## config.mk

```make
export PLATFORM = sky130hd
export DESIGN_NAME = scalar_kalman_smoother_unit
export DESIGN_NICKNAME = d
export VERILOG_FILES = /design/src/rtl/core/skf_pkg.sv /design/src/rtl/core/scalar_kalman_smoother_unit.sv /design/src/rtl/core/skf_ctrl.sv /design/src/rtl/core/skf_dpath.sv
export SDC_FILE = /design/constraint.sdc
export NUM_CORES = 2
export LEC_CHECK = 0
export ABC_AREA = 0
export BUFFER_PORTS_ARGS = -buffer_cell sky130_fd_sc_hd__buf_2
export CAP_MARGIN = 25
export CORE_MARGIN = 4
export CORE_UTILIZATION = 40
export DETAILED_ROUTE_END_ITERATION = 10
export GPL_TIMING_DRIVEN = 0
export SLEW_MARGIN = 10
export SYNTH_ARGS = -nofsm -noshare
export SYNTH_HDL_FRONTEND = slang
export SYNTH_SLANG_ARGS = --single-unit
```

## constraint.sdc

```tcl
create_clock -name clk -period 8.8 [get_ports clk]
set_clock_uncertainty 0.05 [all_clocks]
set_input_delay 1.76 -clock clk [delete_from_list [all_inputs] [get_ports clk]]
set_output_delay 1.76 -clock clk [all_outputs]
set_load 0.02 [all_outputs]
```

## src/rtl/core/skf_pkg.sv

```systemverilog
`timescale 1ns / 1ps
package skf_pkg;

  localparam int SAMPLE_BITS = 12;
  localparam int FRAC_BITS   = 24;
  localparam int EST_FRAC    = 16;
  localparam int EST_BITS    = SAMPLE_BITS + EST_FRAC;
  localparam int CNT_BITS    = $clog2(FRAC_BITS);
  localparam int IDX_BITS    = 8;
  localparam int TDATA_BITS  = ((SAMPLE_BITS + 7) / 8) * 8;

  localparam logic [FRAC_BITS-1:0] Q_RESET = FRAC_BITS'(1678);
  localparam logic [FRAC_BITS-1:0] R_RESET = FRAC_BITS'(83886);

  localparam logic [IDX_BITS-1:0] CFG_PROCESS_NOISE     = IDX_BITS'(0);
  localparam logic [IDX_BITS-1:0] CFG_MEASUREMENT_NOISE = IDX_BITS'(1);

  typedef struct packed {
    logic load;
    logic div_step;
    logic mul_corr;
    logic mul_var;
    logic commit;
  } skf_cmd_t;

endpackage

```

## src/rtl/core/scalar_kalman_smoother_unit.sv

```systemverilog
`timescale 1ns / 1ps
// One-dimensional Kalman smoother for a stream of unsigned ADC samples.
// Input channel: one sample per beat on in_tdata, accepted when in_tvalid
// and in_tready are both high. Result channel: one filtered value per beat
// on out_tdata, the new estimate truncated to an integer.
// Configuration: cfg_index 0 writes the process noise, index 1 the
// measurement noise, both unsigned Q0.24; other indexes are ignored.
// cfg_ready is always high; write only while no sample is in flight.
// Each sample passes through the load, the bit-serial divider that forms
// the gain, the correction multiply, the variance multiply and the commit,
// in that order; the result is registered at the commit, and no new
// sample is taken until the commit of the last one is done.
// The result sits in an output register; while it waits the next sample
// is accepted and processed, and only its commit waits for the register
// to be emptied. Reset clears the estimate and variance to zero and
// loads the default noise values; no result is pending after reset.
module scalar_kalman_smoother_unit (
  input  logic                                clk,
  input  logic                                rst_n,
  input  logic                                in_tvalid,
  output logic                                in_tready,
  input  logic [skf_pkg::TDATA_BITS-1:0]      in_tdata,   // [11:0] sample
  output logic                                out_tvalid,
  input  logic                                out_tready,
  output logic [skf_pkg::TDATA_BITS-1:0]      out_tdata,  // [11:0] filtered
  input  logic                                cfg_valid,
  output logic                                cfg_ready,
  input  logic [skf_pkg::IDX_BITS-1:0]        cfg_index,
  input  logic [skf_pkg::FRAC_BITS-1:0]       cfg_data
);

  skf_pkg::skf_cmd_t               cmd;
  logic [skf_pkg::SAMPLE_BITS-1:0] filtered;

  assign cfg_ready = 1'b1;
  assign out_tdata = skf_pkg::TDATA_BITS'(filtered);

  skf_ctrl u_ctrl (
    .clk        (clk),
    .rst_n      (rst_n),
    .in_tvalid  (in_tvalid),
    .in_tready  (in_tready),
    .out_tvalid (out_tvalid),
    .out_tready (out_tready),
    .cmd        (cmd)
  );

  skf_dpath u_dpath (
    .clk       (clk),
    .rst_n     (rst_n),
    .cmd       (cmd),
    .sample    (in_tdata[skf_pkg::SAMPLE_BITS-1:0]),
    .cfg_we    (cfg_valid),
    .cfg_index (cfg_index),
    .cfg_data  (cfg_data),
    .filtered  (filtered)
  );

endmodule

```

## src/rtl/core/skf_ctrl.sv

```systemverilog
`timescale 1ns / 1ps
module skf_ctrl (
  input  logic             clk,
  input  logic             rst_n,
  input  logic             in_tvalid,
  output logic             in_tready,
  output logic             out_tvalid,
  input  logic             out_tready,
  output skf_pkg::skf_cmd_t cmd
);

  localparam logic [2:0] S_IDLE = 3'd0;
  localparam logic [2:0] S_DIV  = 3'd1;
  localparam logic [2:0] S_MULC = 3'd2;
  localparam logic [2:0] S_MULV = 3'd3;
  localparam logic [2:0] S_DONE = 3'd4;

  localparam logic [skf_pkg::CNT_BITS-1:0] CNT_LAST =
    skf_pkg::CNT_BITS'(skf_pkg::FRAC_BITS - 1);

  logic [2:0]                   state_r, state_nxt;
  logic [skf_pkg::CNT_BITS-1:0] cnt_r, cnt_nxt;
  logic                         oval_r, oval_nxt;
  logic                         slot_free;

  assign in_tready  = (state_r == S_IDLE);
  assign out_tvalid = oval_r;
  assign slot_free  = !oval_r || out_tready;

  always_comb begin
    state_nxt = state_r;
    cnt_nxt   = cnt_r;
    oval_nxt  = oval_r && !out_tready;
    cmd       = '0;
    case (state_r)
      S_IDLE: begin
        if (in_tvalid) begin
          cmd.load  = 1'b1;
          cnt_nxt   = '0;
          state_nxt = S_DIV;
        end
      end
      S_DIV: begin
        cmd.div_step = 1'b1;
        cnt_nxt      = cnt_r + 1'b1;
        if (cnt_r == CNT_LAST) begin
          state_nxt = S_MULC;
        end
      end
      S_MULC: begin
        cmd.mul_corr = 1'b1;
        state_nxt    = S_MULV;
      end
      S_MULV: begin
        cmd.mul_var = 1'b1;
        state_nxt   = S_DONE;
      end
      S_DONE: begin
        if (slot_free) begin
          cmd.commit = 1'b1;
          oval_nxt   = 1'b1;
          state_nxt  = S_IDLE;
        end
      end
      default: begin
        state_nxt = S_IDLE;
      end
    endcase
  end

  always_ff @(posedge clk) begin
    if (!rst_n) begin
      state_r <= S_IDLE;
      cnt_r   <= '0;
      oval_r  <= 1'b0;
    end else begin
      state_r <= state_nxt;
      cnt_r   <= cnt_nxt;
      oval_r  <= oval_nxt;
    end
  end

endmodule

```

## src/rtl/core/skf_dpath.sv

```systemverilog
`timescale 1ns / 1ps
module skf_dpath (
  input  logic                            clk,
  input  logic                            rst_n,
  input  skf_pkg::skf_cmd_t               cmd,
  input  logic [skf_pkg::SAMPLE_BITS-1:0] sample,
  input  logic                            cfg_we,
  input  logic [skf_pkg::IDX_BITS-1:0]    cfg_index,
  input  logic [skf_pkg::FRAC_BITS-1:0]   cfg_data,
  output logic [skf_pkg::SAMPLE_BITS-1:0] filtered
);

  localparam int F = skf_pkg::FRAC_BITS;
  localparam int E = skf_pkg::EST_BITS;

  logic [F-1:0]   q_r, r_r;
  logic [E-1:0]   est_r, target_r, corr_r;
  logic [F-1:0]   var_r, pred_r, gain_r, varn_r;
  logic [F:0]     denom_r, rem_r;
  logic [F-1:0]   quot_r;
  logic           up_r;
  logic [skf_pkg::SAMPLE_BITS-1:0] filt_r;

  logic [F:0]     pred_sum;
  logic [F-1:0]   pred_sat;
  logic [F:0]     denom_sum;
  logic [F+1:0]   rem_sh;
  logic           rem_ge;
  logic [F-1:0]   gain_sel;
  logic           est_up;
  logic [E-1:0]   diff;
  logic [F+E-1:0] corr_prod;
  logic [F:0]     one_minus;
  logic [2*F:0]   var_prod;
  logic [E-1:0]   est_new;

  assign pred_sum  = {1'b0, var_r} + {1'b0, q_r};
  assign pred_sat  = pred_sum[F] ? {F{1'b1}} : pred_sum[F-1:0];
  assign denom_sum = {1'b0, pred_sat} + {1'b0, r_r};

  assign rem_sh = {rem_r, 1'b0};
  assign rem_ge = rem_sh >= {1'b0, denom_r};

  always_comb begin
    if (denom_r == '0) begin
      gain_sel = '0;
    end else if ({1'b0, pred_r} == denom_r) begin
      gain_sel = {F{1'b1}};
    end else begin
      gain_sel = quot_r;
    end
  end

  assign est_up    = target_r >= est_r;
  assign diff      = est_up ? (target_r - est_r) : (est_r - target_r);
  assign corr_prod = gain_sel * diff;

  assign one_minus = {1'b1, {F{1'b0}}} - {1'b0, gain_r};
  assign var_prod  = one_minus * pred_r;

  assign est_new = up_r ? (est_r + corr_r) : (est_r - corr_r);

  always_ff @(posedge clk) begin
    if (!rst_n) begin
      q_r   <= skf_pkg::Q_RESET;
      r_r   <= skf_pkg::R_RESET;
      est_r <= '0;
      var_r <= '0;
    end else begin
      if (cfg_we) begin
        case (cfg_index)
          skf_pkg::CFG_PROCESS_NOISE:     q_r <= cfg_data;
          skf_pkg::CFG_MEASUREMENT_NOISE: r_r <= cfg_data;
          default: ;
        endcase
      end
      if (cmd.commit) begin
        est_r <= est_new;
        var_r <= varn_r;
      end
    end
  end

  always_ff @(posedge clk) begin
    if (cmd.load) begin
      target_r <= {sample, {skf_pkg::EST_FRAC{1'b0}}};
      pred_r   <= pred_sat;
      denom_r  <= denom_sum;
      rem_r    <= {1'b0, pred_sat};
      quot_r   <= '0;
    end
    if (cmd.div_step) begin
      rem_r  <= rem_ge ? (F+1)'(rem_sh - {1'b0, denom_r}) : rem_sh[F:0];
      quot_r <= {quot_r[F-2:0], rem_ge};
    end
    if (cmd.mul_corr) begin
      gain_r <= gain_sel;
      corr_r <= corr_prod[F+E-1:F];
      up_r   <= est_up;
    end
    if (cmd.mul_var) begin
      varn_r <= var_prod[2*F-1:F];
    end
    if (cmd.commit) begin
      filt_r <= est_new[E-1:skf_pkg::EST_FRAC];
    end
  end

  assign filtered = filt_r;

endmodule

```

==> out/metrics.yaml <==
floorplanning:
  top_level_ports: 72
  die-area_sq_um: 149000
  core_area_sq_um: 142000
  die_x_um: 387
  num_rows: 138
  die_h_um: 387
  initial_core_util_pct: 40.4
sta:
  fin_crit_ps: 9630
  slew_violations: 0
  fin_setup_tns_ps: -17080
  setup_ws_ps: -825
  slew_headroom_pct: 20.2
  fmaxAchievable_mhz: 104
  hold_viol: 0
  setup_viol: 40
  tightest_slew_ps: 1190
  rsz0062_at_grt: "true"
  fin_crit_sh_pct: 109
finish:
  multi_input_area_sq_um: 46200
  regArea_sq_um: 8180
  final_area_sq_um: 67700
  nFillCells: 13300
  areaGrowthSynthToFinish_pct: 18.0
  drive_gt1_share_pct: 15.2
  fin_nets: 8398
clock_tree:
  clkLatencyLatePin_ps: 600
  cts_buffers: 30
  cts_max_level: 1
  cts_root_buf: "clkbuf_16"
  clk_pin_slew_ps: 80
  postCtsHoldBufs: 0
  clock_sinks: 308
  cts_buffer_depth: 3
  cts_tree: "done"
placement:
  io_buffers: 61
  hpwl_mm: 161
  postPlaceCellArea_sq_um: 60700
  place_congestion: 0.995
hold_path:
  worstHoldStart: "u_dpath.var_r[0]"
  min_to: "u_dpath.var_r[0]"
  hold_class: "reg2reg"
  whs_path_depth: 2
synth:
  synth-async-reset-ratio_pct: 0
  synth_top_area_share_pct: 37.6
  synth_cell_types: 94
  syn_inst: 6406
  syn_area_sq_um: 57300
  synth_seq_cells: 308
  synth_edf_count: 199
  synthMuxAreaShare_pct: 0.454
  ys_top_cells_by_count: "inv_1, fa_1, nand2_1, ha_1, nor2_1"
  synth-main-ff-cell: "edfxtp_1"
  synth-seq-area-share_pct: 14.2
  avgSynthCellArea_sq_um: 8.95
  synthSimpleGateAreaFrac_pct: 16.2
  synthXorXnorAreaFrac_pct: 3.91
  synthTopCellsByArea: "fa_1, edfxtp_1, ha_1"
  yosys.area_share.adder_pct: 47.8
  synth_top_cell_by_area: "fa_1"
  synth_top_family_by_area: "adder cells"
  ys_warn_count: 0
  synth_compound_area_share_pct: 7.22
  yosysMostFrequentCell: "inv_1"
drt:
  vias: 47100
  wl_per_cell_um: 23.1
  dr.pass1.iters: 5
  drtAntennaViolNets: 0
  vias_per_cell: 5.40
  routed_wirelength_mm: 202
  drc_errors: 0
  drtIter0Drc: 3944
pwr:
  seqPwrFrac_pct: 9.4
  vdd_drop_max_v: 0.00111
  clkPwrFrac_pct: 5.9
  swShare_pct: 50.6
  power_frac_comb_pct: 84.7
  p_leak_nw: 32.0
  p_sw_w: 0.0118
  p_int_w: 0.0115
  p_per_area_nw_per_um2: 345
worst_setup_path:
  arrival_ps: 9930
  r2r-end: "u_dpath.corr_r[25]"
  start_kind: "flop"
  cp_max_fo: 5
  reg2reg_depth: 43
  rr_startpoint: "u_dpath.target_r[17]"
  critical_path_class: "reg2reg"
  slowest_delay_ps: 590
  cp_slowest_cell: "fa_2"
  end_kind: "flop"
  critical_path_required_ps: 9100
  r2r_slack_ps: -830
flow_run:
  drv_cap: 0
global_route:
  grt_first_pass_wirelength_mm: 300
  grt_usage_pct: 26.4
  grt_overflow: 0
  grt_pass1_vias: 49000
  antenna_found_initial: 12
  grt_start_max_net_pins: 54
status:
  status: "finished, violations left"
  violations: "setup timing"
-- critical path, delay by kind of cell, from the launching register on --
| family | cells | cell delay [ps] |
|---|---|---|
| AO/OA/AOI/OAI | 13 | 2050 |
| AND/OR/NAND/NOR | 7 | 1150 |
| buffers and inverters | 13 | 1320 |
| XOR/XNOR | 1 | 170 |
| adder cells (fa/ha/maj) | 9 | 4070 |
| flip-flops | 1 | 550 |
-- sequential cells by signal (all words and copies together) (netlist names), 3 cells and up --
name	cells
u_ctrl.cnt_r	5
u_dpath.rem_r	25
u_dpath.filtered	12
u_dpath.gain_r	24
u_dpath.r_r	24
u_dpath.q_r	24
u_dpath.target_r	12
u_ctrl.state_r	3
u_dpath.var_r	24
u_dpath.est_r	28
u_dpath.denom_r	25
u_dpath.quot_r	24
u_dpath.pred_r	24
u_dpath.varn_r	24
u_dpath.corr_r	28
-- power groups by stage --
stage	Sequential, W	Clock (W)	Combinational [W]
floorplan	0.00221	0	0.00988
global placement	0.00223	0	0.0144
detailed placement	0.00222	0	0.0145
CTS	0.00219	0.00139	0.0176
global route	0.00219	0.00145	0.0212
finish	0.00219	0.00137	0.0198
-- how the worst max path moves through the flow --
stage | startpoint | endpoint | slack [ps] | cells past startpoint
2_1_floorplan | u_dpath.est_r[8] | u_dpath.corr_r[19] | -80 | 38
3_3_place_gp | u_dpath.pred_r[9] | u_dpath.corr_r[27] | -3620 | 33
3_5_place_dp | u_dpath.gain_r[0] | u_dpath.varn_r[17] | -2930 | 34
4_1_cts | u_dpath.est_r[7] | u_dpath.corr_r[24] | -860 | 38
5_1_grt | u_dpath.target_r[17] | u_dpath.corr_r[25] | -970 | 42
6_report | u_dpath.target_r[17] | u_dpath.corr_r[25] | -830 | 43
-- layout make-up --
| cell class | count | share of cell area (%) |
|---|---|---|
| buffer | 265 | 2.63 |
| antenna | 10 | 0.0370 |
| sequential | 308 | 12.1 |
| timing repair buffer | 397 | 4.97 |
| inverter | 1236 | 6.90 |
| multi-input combinational | 4564 | 68.4 |
| clock inverter | 10 | 0.111 |
| tap | 1890 | 3.50 |
| clock buffer | 45 | 1.41 |
-- cells in the final DEF, fill, tap and decap left out, types with 29 or more instances in the layout --
cell	netlist	final
a21o_1	89	86
nor2_1	465	437
inv_2	2	45
dfxtp_1	109	101
edfxtp_1	199	199
o21ai_0	96	75
buf_2	10	73
nand2b_1	46	42
ha_1	467	429
clkbuf_16	0	38
xnor2_1	144	103
xor2_1	110	80
inv_1	1226	1180
nand2_1	1009	984
ha_4	0	34
nor2b_1	37	33
fa_1	1076	1038
clkbuf_8	0	29
buf_4	7	265
nor3_1	76	65
clkbuf_1	273	135
and2_1	227	217
nand3_1	65	57
fa_2	0	38
buf_6	3	66
a21oi_1	251	226
and3_1	33	30
-- cells by family (layout without fill, tap and decap cells) --
| group | after synthesis | in the layout |
|---|---|---|
| adders and majority gates | 1543 | 1543 |
| buffers and inverters | 1537 | 1953 |
| DFF | 308 | 308 |
| and+or+nand+nor | 2084 | 2084 |
| muxes | 24 | 24 |
| other | 2 | 15 |
| xor gates and xnor gates | 255 | 255 |
| AOI/OAI and AO/OA | 653 | 653 |
-- metal layers --
metal,wire (um),track usage [%],up-vias
li1,-,-,20500
met1,77000,33.2,23800
met2,93000,43.3,2179
met3,17300,4.57,615
met4,14300,14.2,6
met5,44,0,-
-- metrics by stage --
step,total power [W],hold WS (ps),utilization [%],instances,setup WS (ps)
floorplan,0.0121,381,-,6409,-78.6
global placement,0.0166,400,42.5,8360,-3620
detailed placement,0.0167,403,42.7,8393,-2930
CTS,0.0212,412,46.1,8617,-857
global route,0.0248,434,47.6,8716,-972
finish,0.0234,411,47.7,8725,-825
-- repair_timing --
| item | CTS | global route |
|---|---|---|
| setup buffers | 193 | 113 |
| cloned | 0 | 3 |
| endpoints found under the setup margin | 52 | 49 |
| pin swaps | 194 | 251 |
| gates resized for setup | 548 | 385 |
(Power assumes the default switching activity.)
